===== src/rtl/abu_pkg.sv =====
// Shared types, constants and helpers for the alpha bounding box union block.
package abu_pkg;

   localparam int MAX_DIM  = 4096;
   localparam int DIM_W    = $clog2(MAX_DIM);
   localparam int SIZE_W   = DIM_W + 1;
   localparam int ALPHA_W  = 8;
   localparam int CSR_IDX_W = 2;
   localparam int CSR_DATA_W = SIZE_W;

   localparam logic [CSR_IDX_W-1:0] CSR_ROW_PIXELS      = 2'd0;
   localparam logic [CSR_IDX_W-1:0] CSR_FRAME_ROWS      = 2'd1;
   localparam logic [CSR_IDX_W-1:0] CSR_ALPHA_THRESHOLD = 2'd2;

   localparam logic [SIZE_W-1:0]  RST_ROW_PIXELS      = SIZE_W'(640);
   localparam logic [SIZE_W-1:0]  RST_FRAME_ROWS      = SIZE_W'(480);
   localparam logic [ALPHA_W-1:0] RST_ALPHA_THRESHOLD = ALPHA_W'(1);

   typedef struct packed {
      logic [SIZE_W-1:0]  row_pixels;
      logic [SIZE_W-1:0]  frame_rows;
      logic [ALPHA_W-1:0] alpha_threshold;
   } cfg_type;

   typedef struct packed {
      logic              last;
      logic              empty;
      logic [DIM_W-1:0]  left;
      logic [DIM_W-1:0]  top;
      logic [SIZE_W-1:0] width;
      logic [SIZE_W-1:0] height;
   } frame_box_type;

   typedef struct packed {
      logic [DIM_W-1:0]  left;
      logic [DIM_W-1:0]  top;
      logic [SIZE_W-1:0] width;
      logic [SIZE_W-1:0] height;
   } union_box_type;

   // Index of the last pixel along a dimension; 0 acts as 1, large values saturate.
   function automatic logic [DIM_W-1:0] dim_last(input logic [SIZE_W-1:0] v);
      logic [DIM_W-1:0] r;
      if (v == '0) begin
         r = '0;
      end else if (v > SIZE_W'(MAX_DIM)) begin
         r = DIM_W'(MAX_DIM - 1);
      end else begin
         r = DIM_W'(v - SIZE_W'(1));
      end
      return r;
   endfunction

endpackage


===== src/rtl/abu_if.sv =====
// Channel interfaces: pixel input, box result and register write.
interface abu_req_if;
   logic                         valid;
   logic                         ready;
   logic [abu_pkg::ALPHA_W-1:0]  alpha;
   logic                         new_group;
   modport source (output valid, output alpha, output new_group, input ready);
   modport sink   (input valid, input alpha, input new_group, output ready);
endinterface

interface abu_rsp_if;
   logic                        valid;
   logic                        ready;
   logic                        frame_empty;
   logic [abu_pkg::DIM_W-1:0]   frame_left;
   logic [abu_pkg::DIM_W-1:0]   frame_top;
   logic [abu_pkg::SIZE_W-1:0]  frame_box_width;
   logic [abu_pkg::SIZE_W-1:0]  frame_box_height;
   logic [abu_pkg::DIM_W-1:0]   union_left;
   logic [abu_pkg::DIM_W-1:0]   union_top;
   logic [abu_pkg::SIZE_W-1:0]  union_width;
   logic [abu_pkg::SIZE_W-1:0]  union_height;
   modport source (output valid, output frame_empty, output frame_left, output frame_top,
                   output frame_box_width, output frame_box_height, output union_left,
                   output union_top, output union_width, output union_height,
                   input ready);
   modport sink   (input valid, input frame_empty, input frame_left, input frame_top,
                   input frame_box_width, input frame_box_height, input union_left,
                   input union_top, input union_width, input union_height,
                   output ready);
endinterface

interface abu_csr_if;
   logic                             valid;
   logic                             ready;
   logic [abu_pkg::CSR_IDX_W-1:0]    index;
   logic [abu_pkg::CSR_DATA_W-1:0]   data;
   modport source (output valid, output index, output data, input ready);
   modport sink   (input valid, input index, input data, output ready);
endinterface


===== src/rtl/abu_scan.sv =====
// Raster position counters and per-frame extent of visible pixels.
module abu_scan (
   input  logic                          clock,
   input  logic                          reset,
   input  logic                          fire,
   input  logic [abu_pkg::ALPHA_W-1:0]   alpha,
   input  abu_pkg::cfg_type              cfg,
   output abu_pkg::frame_box_type        frame
);
   import abu_pkg::*;

   logic [DIM_W-1:0] col_ff, col_in, row_ff, row_in;
   logic [DIM_W-1:0] min_col_ff, min_col_in, max_col_ff, max_col_in;
   logic [DIM_W-1:0] min_row_ff, min_row_in, max_row_ff, max_row_in;
   logic             seen_ff, seen_in;
   logic [DIM_W-1:0] mnc, mxc, mnr, mxr;
   logic             seen_nx, visible, row_end, frame_end;

   always_comb begin
      visible   = alpha >= cfg.alpha_threshold;
      row_end   = col_ff >= dim_last(cfg.row_pixels);
      frame_end = row_end && (row_ff >= dim_last(cfg.frame_rows));
      mnc = min_col_ff;
      mxc = max_col_ff;
      mnr = min_row_ff;
      mxr = max_row_ff;
      seen_nx = seen_ff;
      if (visible) begin
         seen_nx = 1'b1;
         if (!seen_ff) begin
            mnc = col_ff;
            mxc = col_ff;
            mnr = row_ff;
            mxr = row_ff;
         end else begin
            if (col_ff < min_col_ff) mnc = col_ff;
            if (col_ff > max_col_ff) mxc = col_ff;
            if (row_ff < min_row_ff) mnr = row_ff;
            if (row_ff > max_row_ff) mxr = row_ff;
         end
      end

      frame.last   = frame_end;
      frame.empty  = !seen_nx;
      frame.left   = seen_nx ? mnc : '0;
      frame.top    = seen_nx ? mnr : '0;
      frame.width  = seen_nx ? ({1'b0, mxc} - {1'b0, mnc} + SIZE_W'(1)) : '0;
      frame.height = seen_nx ? ({1'b0, mxr} - {1'b0, mnr} + SIZE_W'(1)) : '0;

      col_in     = col_ff;
      row_in     = row_ff;
      min_col_in = min_col_ff;
      max_col_in = max_col_ff;
      min_row_in = min_row_ff;
      max_row_in = max_row_ff;
      seen_in    = seen_ff;
      if (fire) begin
         if (frame_end) begin
            col_in     = '0;
            row_in     = '0;
            min_col_in = '0;
            max_col_in = '0;
            min_row_in = '0;
            max_row_in = '0;
            seen_in    = 1'b0;
         end else begin
            if (row_end) begin
               col_in = '0;
               row_in = row_ff + DIM_W'(1);
            end else begin
               col_in = col_ff + DIM_W'(1);
            end
            min_col_in = mnc;
            max_col_in = mxc;
            min_row_in = mnr;
            max_row_in = mxr;
            seen_in    = seen_nx;
         end
      end
   end

   always_ff @(posedge clock) begin
      if (reset) begin
         col_ff     <= '0;
         row_ff     <= '0;
         min_col_ff <= '0;
         max_col_ff <= '0;
         min_row_ff <= '0;
         max_row_ff <= '0;
         seen_ff    <= 1'b0;
      end else begin
         col_ff     <= col_in;
         row_ff     <= row_in;
         min_col_ff <= min_col_in;
         max_col_ff <= max_col_in;
         min_row_ff <= min_row_in;
         max_row_ff <= max_row_in;
         seen_ff    <= seen_in;
      end
   end

endmodule


===== src/rtl/abu_union.sv =====
// Running union of non-empty frame boxes over a group.
module abu_union (
   input  logic                    clock,
   input  logic                    reset,
   input  logic                    fire,
   input  logic                    new_group,
   input  abu_pkg::frame_box_type  frame,
   output abu_pkg::union_box_type  union_box
);
   import abu_pkg::*;

   localparam int EDGE_W = SIZE_W + 1;

   union_box_type acc_ff, acc_in, base, nx;
   logic [EDGE_W-1:0] fr_right, fr_bottom, ac_right, ac_bottom, right, bottom;
   logic [DIM_W-1:0]  left, top;

   always_comb begin
      base = new_group ? '0 : acc_ff;
      fr_right  = EDGE_W'(frame.left) + EDGE_W'(frame.width);
      fr_bottom = EDGE_W'(frame.top) + EDGE_W'(frame.height);
      ac_right  = EDGE_W'(base.left) + EDGE_W'(base.width);
      ac_bottom = EDGE_W'(base.top) + EDGE_W'(base.height);
      right  = (ac_right > fr_right) ? ac_right : fr_right;
      bottom = (ac_bottom > fr_bottom) ? ac_bottom : fr_bottom;
      left   = (frame.left < base.left) ? frame.left : base.left;
      top    = (frame.top < base.top) ? frame.top : base.top;

      nx = base;
      if (frame.last && !frame.empty) begin
         if (base.width != '0 && base.height != '0) begin
            nx.left   = left;
            nx.top    = top;
            nx.width  = SIZE_W'(right - EDGE_W'(left));
            nx.height = SIZE_W'(bottom - EDGE_W'(top));
         end else begin
            nx.left   = frame.left;
            nx.top    = frame.top;
            nx.width  = frame.width;
            nx.height = frame.height;
         end
      end
      acc_in    = fire ? nx : acc_ff;
      union_box = nx;
   end

   always_ff @(posedge clock) begin
      if (reset) begin
         acc_ff <= '0;
      end else begin
         acc_ff <= acc_in;
      end
   end

endmodule


===== src/rtl/alpha_bounding_box_union.sv =====
// Top level: pixel input register, scan and union logic, result register.
// Usage:
//   req_ch carries one pixel per transfer (alpha, new_group) in raster order,
//   row by row, for frames of the configured row length and row count.
//   rsp_ch carries one result per frame, at the frame's last pixel: the
//   frame's box (or frame_empty) and the union of boxes since new_group.
//   csr_ch writes the row length (0), row count (1) and alpha threshold (2);
//   it is always ready and must be used only while the block is idle.
// Timing:
//   A pixel is taken into the input register and processed from there, unless it
//   ends a frame while the result register is still full; a frame-ending pixel
//   loads the result register when processed, which raises rsp_ch.valid. Sustained rate
//   is one pixel per cycle, unless a frame-ending pixel waits for the result register.
// Stalls:
//   While a result waits in the result register and rsp_ch.ready is low,
//   pixels that do not end a frame keep flowing; the next frame-ending pixel
//   waits in the input register and req_ch.ready drops until it can move.
// Reset:
//   Synchronous reset empties both registers, zeroes counters and union and
//   restores the register defaults (640 x 480, threshold 1).
module alpha_bounding_box_union (
   input logic        clock,
   input logic        reset,
   abu_req_if.sink    req_ch,
   abu_rsp_if.source  rsp_ch,
   abu_csr_if.sink    csr_ch
);
   import abu_pkg::*;

   cfg_type            cfg_ff, cfg_in;
   logic               in_valid_ff, in_valid_in;
   logic [ALPHA_W-1:0] alpha_ff;
   logic               group_ff;
   logic               out_valid_ff, out_valid_in;
   frame_box_type      frame;
   union_box_type      union_box;
   frame_box_type      frame_ff;
   union_box_type      union_ff;
   logic               proc_fire, out_free;

   always_comb begin
      cfg_in = cfg_ff;
      if (csr_ch.valid) begin
         case (csr_ch.index)
            CSR_ROW_PIXELS:      cfg_in.row_pixels      = csr_ch.data;
            CSR_FRAME_ROWS:      cfg_in.frame_rows      = csr_ch.data;
            CSR_ALPHA_THRESHOLD: cfg_in.alpha_threshold = csr_ch.data[ALPHA_W-1:0];
            default:             cfg_in = cfg_ff;
         endcase
      end
   end

   assign csr_ch.ready = 1'b1;

   abu_scan u_scan (
      .clock (clock),
      .reset (reset),
      .fire  (proc_fire),
      .alpha (alpha_ff),
      .cfg   (cfg_ff),
      .frame (frame)
   );

   abu_union u_union (
      .clock     (clock),
      .reset     (reset),
      .fire      (proc_fire),
      .new_group (group_ff),
      .frame     (frame),
      .union_box (union_box)
   );

   always_comb begin
      out_free     = !out_valid_ff || rsp_ch.ready;
      proc_fire    = in_valid_ff && (!frame.last || out_free);
      req_ch.ready = !in_valid_ff || proc_fire;
      in_valid_in  = req_ch.valid || (in_valid_ff && !proc_fire);
      out_valid_in = (proc_fire && frame.last) || (out_valid_ff && !rsp_ch.ready);
   end

   always_ff @(posedge clock) begin
      if (reset) begin
         cfg_ff.row_pixels      <= RST_ROW_PIXELS;
         cfg_ff.frame_rows      <= RST_FRAME_ROWS;
         cfg_ff.alpha_threshold <= RST_ALPHA_THRESHOLD;
         in_valid_ff            <= 1'b0;
         out_valid_ff           <= 1'b0;
      end else begin
         cfg_ff       <= cfg_in;
         in_valid_ff  <= in_valid_in;
         out_valid_ff <= out_valid_in;
      end
   end

   always_ff @(posedge clock) begin
      if (req_ch.valid && req_ch.ready) begin
         alpha_ff <= req_ch.alpha;
         group_ff <= req_ch.new_group;
      end
      if (proc_fire && frame.last) begin
         frame_ff <= frame;
         union_ff <= union_box;
      end
   end

   assign rsp_ch.valid            = out_valid_ff;
   assign rsp_ch.frame_empty      = frame_ff.empty;
   assign rsp_ch.frame_left       = frame_ff.left;
   assign rsp_ch.frame_top        = frame_ff.top;
   assign rsp_ch.frame_box_width  = frame_ff.width;
   assign rsp_ch.frame_box_height = frame_ff.height;
   assign rsp_ch.union_left       = union_ff.left;
   assign rsp_ch.union_top        = union_ff.top;
   assign rsp_ch.union_width      = union_ff.width;
   assign rsp_ch.union_height     = union_ff.height;

endmodule


===== src/flat_wrapper.sv =====
// flat-port wrapper written by rule: the top's interface ports become plain ports
module alpha_bounding_box_union_flat import abu_pkg::*;
  (clock, reset, req_ch_valid, req_ch_alpha, req_ch_new_group, req_ch_ready, rsp_ch_valid, rsp_ch_frame_empty, rsp_ch_frame_left, rsp_ch_frame_top, rsp_ch_frame_box_width, rsp_ch_frame_box_height, rsp_ch_union_left, rsp_ch_union_top, rsp_ch_union_width, rsp_ch_union_height, rsp_ch_ready, csr_ch_valid, csr_ch_index, csr_ch_data, csr_ch_ready);
  abu_req_if req_ch_i ();
  abu_rsp_if rsp_ch_i ();
  abu_csr_if csr_ch_i ();
  input logic clock;
  input logic reset;
  input wire logic [$bits(req_ch_i.valid)-1:0] req_ch_valid;
  input wire logic [$bits(req_ch_i.alpha)-1:0] req_ch_alpha;
  input wire logic [$bits(req_ch_i.new_group)-1:0] req_ch_new_group;
  output wire logic [$bits(req_ch_i.ready)-1:0] req_ch_ready;
  output wire logic [$bits(rsp_ch_i.valid)-1:0] rsp_ch_valid;
  output wire logic [$bits(rsp_ch_i.frame_empty)-1:0] rsp_ch_frame_empty;
  output wire logic [$bits(rsp_ch_i.frame_left)-1:0] rsp_ch_frame_left;
  output wire logic [$bits(rsp_ch_i.frame_top)-1:0] rsp_ch_frame_top;
  output wire logic [$bits(rsp_ch_i.frame_box_width)-1:0] rsp_ch_frame_box_width;
  output wire logic [$bits(rsp_ch_i.frame_box_height)-1:0] rsp_ch_frame_box_height;
  output wire logic [$bits(rsp_ch_i.union_left)-1:0] rsp_ch_union_left;
  output wire logic [$bits(rsp_ch_i.union_top)-1:0] rsp_ch_union_top;
  output wire logic [$bits(rsp_ch_i.union_width)-1:0] rsp_ch_union_width;
  output wire logic [$bits(rsp_ch_i.union_height)-1:0] rsp_ch_union_height;
  input wire logic [$bits(rsp_ch_i.ready)-1:0] rsp_ch_ready;
  input wire logic [$bits(csr_ch_i.valid)-1:0] csr_ch_valid;
  input wire logic [$bits(csr_ch_i.index)-1:0] csr_ch_index;
  input wire logic [$bits(csr_ch_i.data)-1:0] csr_ch_data;
  output wire logic [$bits(csr_ch_i.ready)-1:0] csr_ch_ready;
  assign req_ch_i.valid = req_ch_valid;
  assign req_ch_i.alpha = req_ch_alpha;
  assign req_ch_i.new_group = req_ch_new_group;
  assign req_ch_ready = req_ch_i.ready;
  assign rsp_ch_valid = rsp_ch_i.valid;
  assign rsp_ch_frame_empty = rsp_ch_i.frame_empty;
  assign rsp_ch_frame_left = rsp_ch_i.frame_left;
  assign rsp_ch_frame_top = rsp_ch_i.frame_top;
  assign rsp_ch_frame_box_width = rsp_ch_i.frame_box_width;
  assign rsp_ch_frame_box_height = rsp_ch_i.frame_box_height;
  assign rsp_ch_union_left = rsp_ch_i.union_left;
  assign rsp_ch_union_top = rsp_ch_i.union_top;
  assign rsp_ch_union_width = rsp_ch_i.union_width;
  assign rsp_ch_union_height = rsp_ch_i.union_height;
  assign rsp_ch_i.ready = rsp_ch_ready;
  assign csr_ch_i.valid = csr_ch_valid;
  assign csr_ch_i.index = csr_ch_index;
  assign csr_ch_i.data = csr_ch_data;
  assign csr_ch_ready = csr_ch_i.ready;
  alpha_bounding_box_union u_core (.clock(clock), .reset(reset), .req_ch(req_ch_i), .rsp_ch(rsp_ch_i), .csr_ch(csr_ch_i));
endmodule

===== config.mk =====
export PLATFORM = sky130hd
export DESIGN_NAME = alpha_bounding_box_union_flat
export DESIGN_NICKNAME = d
export VERILOG_FILES = /design/src/rtl/abu_pkg.sv /design/src/rtl/abu_if.sv /design/src/rtl/abu_scan.sv /design/src/rtl/abu_union.sv /design/src/rtl/alpha_bounding_box_union.sv /design/src/flat_wrapper.sv
export SDC_FILE = /design/constraint.sdc
export NUM_CORES = 1
export LEC_CHECK = 0
export ABC_AREA = 1
export BUFFER_PORTS_ARGS = -buffer_cell sky130_fd_sc_hd__buf_2
export CORE_MARGIN = 2
export CORE_UTILIZATION = 30
export DETAILED_ROUTE_END_ITERATION = 10
export HOLD_SLACK_MARGIN = 0.06
export SLEW_MARGIN = 10
export SYNTH_ARGS = -nofsm -noshare
export SYNTH_HDL_FRONTEND = slang
export SYNTH_SLANG_ARGS = --single-unit

===== constraint.sdc =====
create_clock -name clock -period 15.1 [get_ports clock]
set_input_delay 1.51 -clock clock [delete_from_list [all_inputs] [get_ports clock]]
set_output_delay 1.51 -clock clock [all_outputs]
set_load 0.01 [all_outputs]

# --- Word-level counts from Yosys, hierarchy flattened ---
# Index checks and enable logic that the tools add are counted.
word_totals:
  register_bits: 269
  output_inout_bits: 104
op_classes:
  n_mux: 37
  n_reduce_logical: 29
  eq_ne: 2
  n_addsub: 14
  n_lt_le_gt_ge: 13
ops:
  columns: ["cell", "count"]
  rows:
  - ["$mux W12", 28]
  - ["$mux W50", 3]
  - ["$add A12 B13 Y14", 4]
  - ["$mux W13", 4]
  - ["$lt A12 B12 Y1", 4]
  - ["$gt A14 B14 Y1", 2]
  - ["$add A13 B1 Y13 const B", 2]
  - ["$gt A13 B13 Y1 const B", 2]
  - ["$logic_not A13 Y1", 2]
  - ["$reduce_bool A13 Y1", 2]
  - ["$sub A12 B12 Y13", 2]
  - ["$sub A13 B12 Y13", 2]
  - ["$add A12 B1 Y12 const B", 2]
  - ["$ge A12 B12 Y1", 2]
  - ["$gt A12 B12 Y1", 2]
  - ["$sub A12 B1 Y12 const B", 2]
  - ["$ge A8 B8 Y1", 1]
  - ["$logic_and A1 B1 Y1", 8]
  - ["$reduce_and A2 Y1", 4]
  - ["$logic_not A1 Y1", 6]
  - ["$logic_or A1 B1 Y1", 5]
  - ["$eq A2 B1 Y1 const B", 1]
  - ["$eq A2 B2 Y1 const B", 1]
  - ["$logic_not A2 Y1", 1]
  - ["2 further kinds", 3]

# --- Longest topological paths before layout ---
# Gate-level depths: netlist (run 1).
depth:
  ltp_word: 13
  ltp_mapped: 69

# --- Modules after synthesis ---
# From an unflattened synthesis (run 1), not the netlist that was laid out.
unflattened:
  cells_unflattened: 3017
  area_unflattened_um2: 21375.5
by_module_without_submodules:
  columns: ["mod", "n_inst", "cells_each", "area_per_inst_um2", "seq_area_each_um2"]
  rows:
  - ["abu_union", 1, 1415, 8350.5, 1001.0]
  - ["abu_scan", 1, 1262, 8144.1, 1461.4]
  - ["alpha_bounding_box_union", 1, 340, 4880.9, 4023.9]

# --- Worst setup path after synthesis (run 1) ---
# No wires, ideal clock.
synth_timing:
  kind: "register to register"
  from: "register u_core.u_scan.col_ff[5]"
  to: "register u_core.union_ff, in the netlist u_core.rsp_ch.union_width[12] (data pin)"
  setup_time_ps: 253
  period_less_slack_ps: 8069
  setup_slack_ps: 7031
  path_buffers: 2
  t_arrival_ps: 7816
  stages_incl_launch_ff: 62
  path_cell_list: "dfxtp_1 -> ha_1 -> a21oi_1 -> nor2_1 -> a211oi_1 -> o211ai_1 -> o21ai_0 -> nand2_1 -> nand2_1 -> clkbuf_1 -> nand2_1 -> o21ai_0 -> ha_1 -> ha_1 -> nand3_1 -> nand3_1 -> nand2_1 -> nand2_1 -> (+26 left out) -> ha_1 -> inv_1 -> fa_1 -> nand2_1 -> nand2_1 -> o21ai_0 -> o21ai_1 -> a31oi_1 -> o21ai_1 -> nand2_1 -> inv_1 -> or2_1 -> nand2_1 -> nand2_1 -> nand3_1 -> nand3_1 -> nand2_1 -> nand2_1"
synth_lines:
  columns: ["item", "line", "rtl"]
  rows:
  - ["start: declaration", "abu_scan.sv:12", "logic [DIM_W-1:0] col_ff, col_in, row_ff, row_in;"]
  - ["start signal: assignment", "abu_scan.sv:92", "col_ff <= col_in;"]
  - ["end signal: assignment", "alpha_bounding_box_union.sv:102", "union_ff <= union_box;"]
  - ["end: declaration", "alpha_bounding_box_union.sv:38", "union_box_type union_ff;"]

==> out/qor.txt, run 1 <==
vias in the first global route: 17370
top-count cell post-synth: nand2_1
synthesis-to-finish area growth: 12.77%
height of the die: 266.1 um
start point of the worst min-delay path: u_core.cfg_ff[5]
total of warnings raised by yosys: 0
critical path peak fanout: 24
Iteration-0 DRC Markers: 1383
portion of synthesized cell area occupied by the leading cell type: 16.03%
run status: complete, no violations
number of sinks on the clock net: 269
Arrival @ worst endpoint: 10.04 ns
via-per-instance ratio: 4.780
Die X: 266.1 um
top post-synthesis cells by count: nand2_1 (667), inv_1 (439), a21oi_1 (291)
class of the most critical setup path: register to register
Longest Clk Path Bufs: 3
maximum number of pins on one net before global-route repair: 68
leakage dissipation: 10.93 nW
number of different library cells in the post-synthesis netlist: 47
final layout net count: 3287
clock latency on the worst-skew pair: 0.57 ns
startpoint of the lowest-slack register-to-register path: u_core.u_scan.col_ff[5]
average wire length per cell after detail routing: 15.64 um
hold buffer count at CTS: 0
Setup TNS: 0 ns
Synth area leaders: edfxtp_1 (16%), dfxtp_1 (15%), ha_1 (15%)
Slew headroom: 23.40%
GRT Residual Overflow: 0
RSZ-0062 raised after global routing: false
placer's final routability congestion estimate: 0.9066
Synth area leader: edfxtp_1
share of cells above drive strength 1: 8.628%
portion of the clock cycle consumed by the worst path in the final layout: 64.59%
flip-flop and latch count after synthesis: 269
Antenna Nets Post-Route: 0
commonest register cell after synthesis: dfxtp_1
cell repeated most along the worst path: nand2_1
DP Wirelength: 46220 um
biggest cell delay along the critical path: 0.54 ns
Post-CTS Setup Repair Bufs: 0
total cell area at the placement stage: 22060 sq um
Clk pin slew, worst setup/hold paths: 0.06 ns
H-Tree Depth: 2
max-slew violations: 0
Initial Utilization: 30.14%
Inserted Clock Buffers: 36
drt first pass iters: 5
sequential fraction of the synthesis area: 31.48%
area of the core region: 68350 sq um
CTS tree: built
Total Die Area: 70790 sq um
final period demand of the worst path: 9.754 ns
total vias in the final route: 18680
worst setup slack after layout: 5.346 ns
number of placement rows: 96
maximum operating frequency: 0.1025 GHz
startpoint type of the worst setup path: register
first-pass GRT wire length: 96140 um
number of synthesized flops with an enable pin: 110
number of endpoints failing setup at the final stage: 0
number of remaining DRC errors: 0
final instance area: 23230 sq um
mean instance size in the synthesized netlist: 7.085 sq um
Worst Setup End Kind: register
number of hold violations in the final report: 0
Cell Pwr Density: 152.5 nW/um^2
number of instances resized during post-cts repair: 0
worst setup path startpoint: u_core.u_scan.col_ff[5]
syn nets: 3195
Synth async-reset ratio: 0%
root buf cell: clkbuf_16
transition time of the tightest slew-check pin: 1.146 ns
number of antenna violations at the first check in global routing: 2
Max stage delay cell, worst path: dfxtp_1
Antenna Cells: 0
pre-CTS setup slack: 5.450 ns
Post-Syn Area: 20600 sq um
Global Route Usage Sum: 17.10%
PortBufs: 131
PnR Total Power: 3.543 mW
Max IR drop VDD: 0.00009511 V
synthesized instance count: 2908
required time of the critical path: 15.38 ns
Placed Cells incl. Taps: 3844
worst setup skew after layout: 0.04186 ns
routed wire length: 61120 um
non-filler cells, final: 3907
I/O pin cnt: 133
min-delay worst type: register to register
count of maximum capacitance violations: 0
==> metrics by stage <==
stage	util, %	hold WS (ns)
floorplan	-	0.4329
detailed placement	32.28	0.4498
CTS	33.99	0.4585
finish	33.99	0.4569
global route	33.99	0.4689
global placement	32.28	0.4483
==> sequential cells by signal, summed over array words and instances, names as in the netlist, 13 cells and up <==
register and count:
u_core.rsp_ch.union_width 13, u_core.rsp_ch.frame_box_width 13, u_core.cfg_ff 34, u_core.u_union.acc_ff 50, u_core.rsp_ch.union_height 13, u_core.rsp_ch.frame_box_height 13
==> final timing paths <==
kind	slack, ns	depth (start not counted)	endpoint
worst max-delay path	5.35	56	u_core.rsp_ch.union_width[12]
worst min-delay path	0.46	2	u_core.cfg_ff[5]
worst max register to register	5.35	56	u_core.rsp_ch.union_width[12]
worst min register to register	0.46	2	u_core.cfg_ff[5]
==> layout make-up <==
class	count	area, sq um
Timing Repair Buffer	148	785.8
Clock buffer	46	989.7
Sequential cell	269	6486
Fill cell	7257	45110
Tap cell	882	1104
Multi-Input combinational cell	2092	11980
Inverter	453	1703
Clock inverter	17	180.2
==> critical path: cells and delay by family (launching register included) <==
family                   cells  cell delay (ns)
AO/OA/AOI/OAI               15             2.38
XOR/XNOR                     1             0.21
adder cells (fa/ha/maj)      8             2.48
buffers and inverters        5             0.75
flip-flops                   1             0.54
AND/OR/NAND/NOR             27             3.09
==> per-layer routing <==
layer | share of wire (%) | vias up | global-route usage (%)
li1 | - | 9730 | -
met1 | 47 | 8471 | 23.04
met2 | 46 | 388 | 28.49
met3 | 4.5 | 86 | 2.329
met4 | 2.6 | 2 | 4.844
met5 | 0.018 | - | 0
==> kinds of logic after synthesis <==
family / synth area share (%)
simple gates: 23.53
xor+xnor: 3.443
other cells: 0.01820
flops: 31.48
buf+inv: 10.41
compound gates: 15.15
fa+ha+maj: 15.96
==> power breakdown <==
group | switching [mW] | total (mW) | internal, mW
Sequential | 0.0115 | 0.803 | 0.791
Combinational | 1.21 | 1.88 | 0.673
Clock | 0.343 | 0.858 | 0.515
Total | 1.56 | 3.54 | 1.98
==> cells in the final DEF (no fill, tap or decap), types with 8 or more instances in the layout <==
cell         n
xnor2_1     26
o21bai_1    12
nand4_1     19
xor2_1      55
ha_1       250
inv_1      438
nor4_1      10
nand3_1    157
buf_4       18
o31ai_1      8
o21ai_0    179
dfxtp_1    159
o211ai_1    11
buf_2      130
nand2_1    666
inv_2       11
edfxtp_1   110
nor2_1     234
nand2_2     28
a21oi_1    291
nor3_1      33
o21ai_1     44
clkbuf_16   37
fa_1         8
Power figures use the tool's default switching activity.
==> inputs of run 2 (changes only) <==
- clock period: 15.1 -> 9.9 ns (I/O delays scaled with it)
==> run 2 against run 1 <==
Effect of this change:
- first-iteration DRC count down 4.8%
- sequential cell count unchanged
- clock-buffer cell count decreased by 2
- critical endpoint is now u_core.rsp_ch.union_height[12]
- hold slack barely moved
- cell count is 0.56% higher
- core utilization increased by 0.29 points
- critical path depth increased by 3
- sequential power increased by 52%
- critical path type unchanged
- non-clock buffer count is 20 higher
==> out/qor.txt, run 2 (synthesized netlist as in run 1, its figures left out) <==
number of antenna violations at the first check in global routing: 1
number of sinks on the clock net: 269
CTS tree: built
leakage dissipation: 11.02 nW
area of the core region: 68350 sq um
PnR Total Power: 5.471 mW
leading cell type in the layout, fill and taps excluded: nand2_1
non-filler cells, final: 3929
hold buffer count at CTS: 0
total vias in the final route: 18810
portion of the clock cycle consumed by the worst path in the final layout: 91.66%
min-delay worst type: register to register
share of cells above drive strength 1: 9.488%
via-per-instance ratio: 4.787
Setup TNS: 0 ns
Global Route Usage Sum: 17.30%
critical path peak fanout: 14
multi-input gate area in the final layout: 12040 sq um
number of remaining DRC errors: 0
RSZ-0062 raised after global routing: false
max-slew violations: 0
number of hold violations in the final report: 0
first-pass GRT wire length: 97080 um
final period demand of the worst path: 9.074 ns
Arrival @ worst endpoint: 9.38 ns
Total Die Area: 70790 sq um
share of total power in combinational logic: 54.1%
H-Tree Depth: 2
final core area utilization: 34.28%
class of the most critical setup path: register to register
pre-CTS setup slack: 0.2539 ns
maximum number of pins on one net before global-route repair: 87
transition time of the tightest slew-check pin: 1.174 ns
cell repeated most along the worst path: nand2_1
Placed Cells incl. Taps: 3858
height of the die: 266.1 um
Antenna Nets Post-Route: 0
drt first pass iters: 5
Int Pwr: 3.042 mW
Clk pin slew, worst setup/hold paths: 0.06 ns
Cell Pwr Density: 233.5 nW/um^2
routed wire length: 61740 um
worst setup skew after layout: 0.03875 ns
flip-flop count of the largest register, all copies and words added: 50
Longest Clk Path Bufs: 3
maximum operating frequency: 0.1102 GHz
average wire length per cell after detail routing: 15.71 um
Max stage delay cell, worst path: dfxtp_1
Clk network pwr share: 23.6%
count of fill cells added during filler insertion: 7285
placer's final routability congestion estimate: 0.8852
required time of the critical path: 10.21 ns
most used cells in the layout excluding fill and tap cells: nand2_1 (663), inv_1 (436), a21oi_1 (290)
sw frac: 44.40%
vias in the first global route: 17750
biggest cell delay along the critical path: 0.42 ns
I/O pin cnt: 133
root buf cell: clkbuf_16
post-route worst hold slack: 0.4573 ns
Initial Utilization: 30.14%
sequential standard cell area: 6489 sq um
total cell area at the placement stage: 22180 sq um
worst setup slack after layout: 0.8259 ns
number of placement rows: 96
Largest regs: u_core.u_union.acc_ff: 50 flops, u_core.cfg_ff: 34 flops
DP Wirelength: 46480 um
count of maximum capacitance violations: 0
Max IR drop VDD: 0.0001634 V
run status: complete, no violations
number of endpoints failing setup at the final stage: 0
clock latency on the worst-skew pair: 0.56 ns
GRT Residual Overflow: 0
Inserted Clock Buffers: 35
PortBufs: 131
register share of total power: 22.4%
synthesis-to-finish area growth: 13.72%
Slew headroom: 21.53%
Worst Setup End Kind: register
Die X: 266.1 um
Iteration-0 DRC Markers: 1317
switching power of the nets: 2.429 mW
final layout net count: 3308
startpoint type of the worst setup path: register
most flop-heavy register: u_core.u_union.acc_ff
final instance area: 23430 sq um
[run 2: cell count changes in the layout (fill, tap and decap cells not counted), moves of 4 or more]
| cell | previous run | this run |
|---|---|---|
| clkinv_1 | 4 | 10 |
| buf_4 | 18 | 38 |
| o21ai_1 | 44 | 48 |
| nand2_4 | 3 | 7 |
| o21ai_0 | 179 | 174 |
[run 2: layer usage]
metal | GRT usage, % | part of all wire [%]
met1 | 23.70 | 48
met2 | 28.48 | 45
met3 | 2.144 | 4.4
met5 | 0 | 0
met4 | 5.011 | 2.7
[run 2: what timing repair did]
item / 4_1_cts / 5_1_grt
setup buffers: 0 / 6
endpoints found under the setup margin: 0 / 34
gates resized for setup: 0 / 19
[run 2: power by group through the flow]
stage	combinational [mW]	clock, mW	sequential [mW]
final	2.96	1.29	1.22
after detailed placement	2.88	0	1.25
after floorplan	2.20	0	1.24
after global routing	3.37	1.36	1.23
after CTS	2.90	1.32	1.22
after global placement	2.88	0	1.25
[run 2: path summary, 6_finish.rpt]
path / startpoint / to / slack [ns] / cells after the start
worst max-delay path: u_core.u_scan.row_ff[11] / u_core.rsp_ch.union_height[12] / 0.83 / 59
worst min-delay path: u_core.cfg_ff[4] / u_core.cfg_ff[4] / 0.46 / 2
worst max register to register: u_core.u_scan.row_ff[11] / u_core.rsp_ch.union_height[12] / 0.83 / 59
worst min register to register: u_core.cfg_ff[4] / u_core.cfg_ff[4] / 0.46 / 2
[run 2: layout make-up]
class	count	share of cell area [%]
multi-input cells	2092	51.38
flip-flops and latches	269	27.70
inverters	453	7.300
well taps	882	4.710
clock buffers	44	4.139
repair buffers	168	3.995
clock inverters	18	0.7316
repair inverters	2	0.04272
diodes	1	0.01068
[run 2: critical path, delay by kind of cell, from the launching register on]
kind / cells / cell delay, ns
AND/OR/NAND/NOR: 28 / 3.17
adder cells (fa/ha/maj): 7 / 2.19
AO/OA/AOI/OAI: 14 / 2.12
buffers and inverters: 9 / 0.79
flip-flops: 1 / 0.42
XOR/XNOR: 1 / 0.15
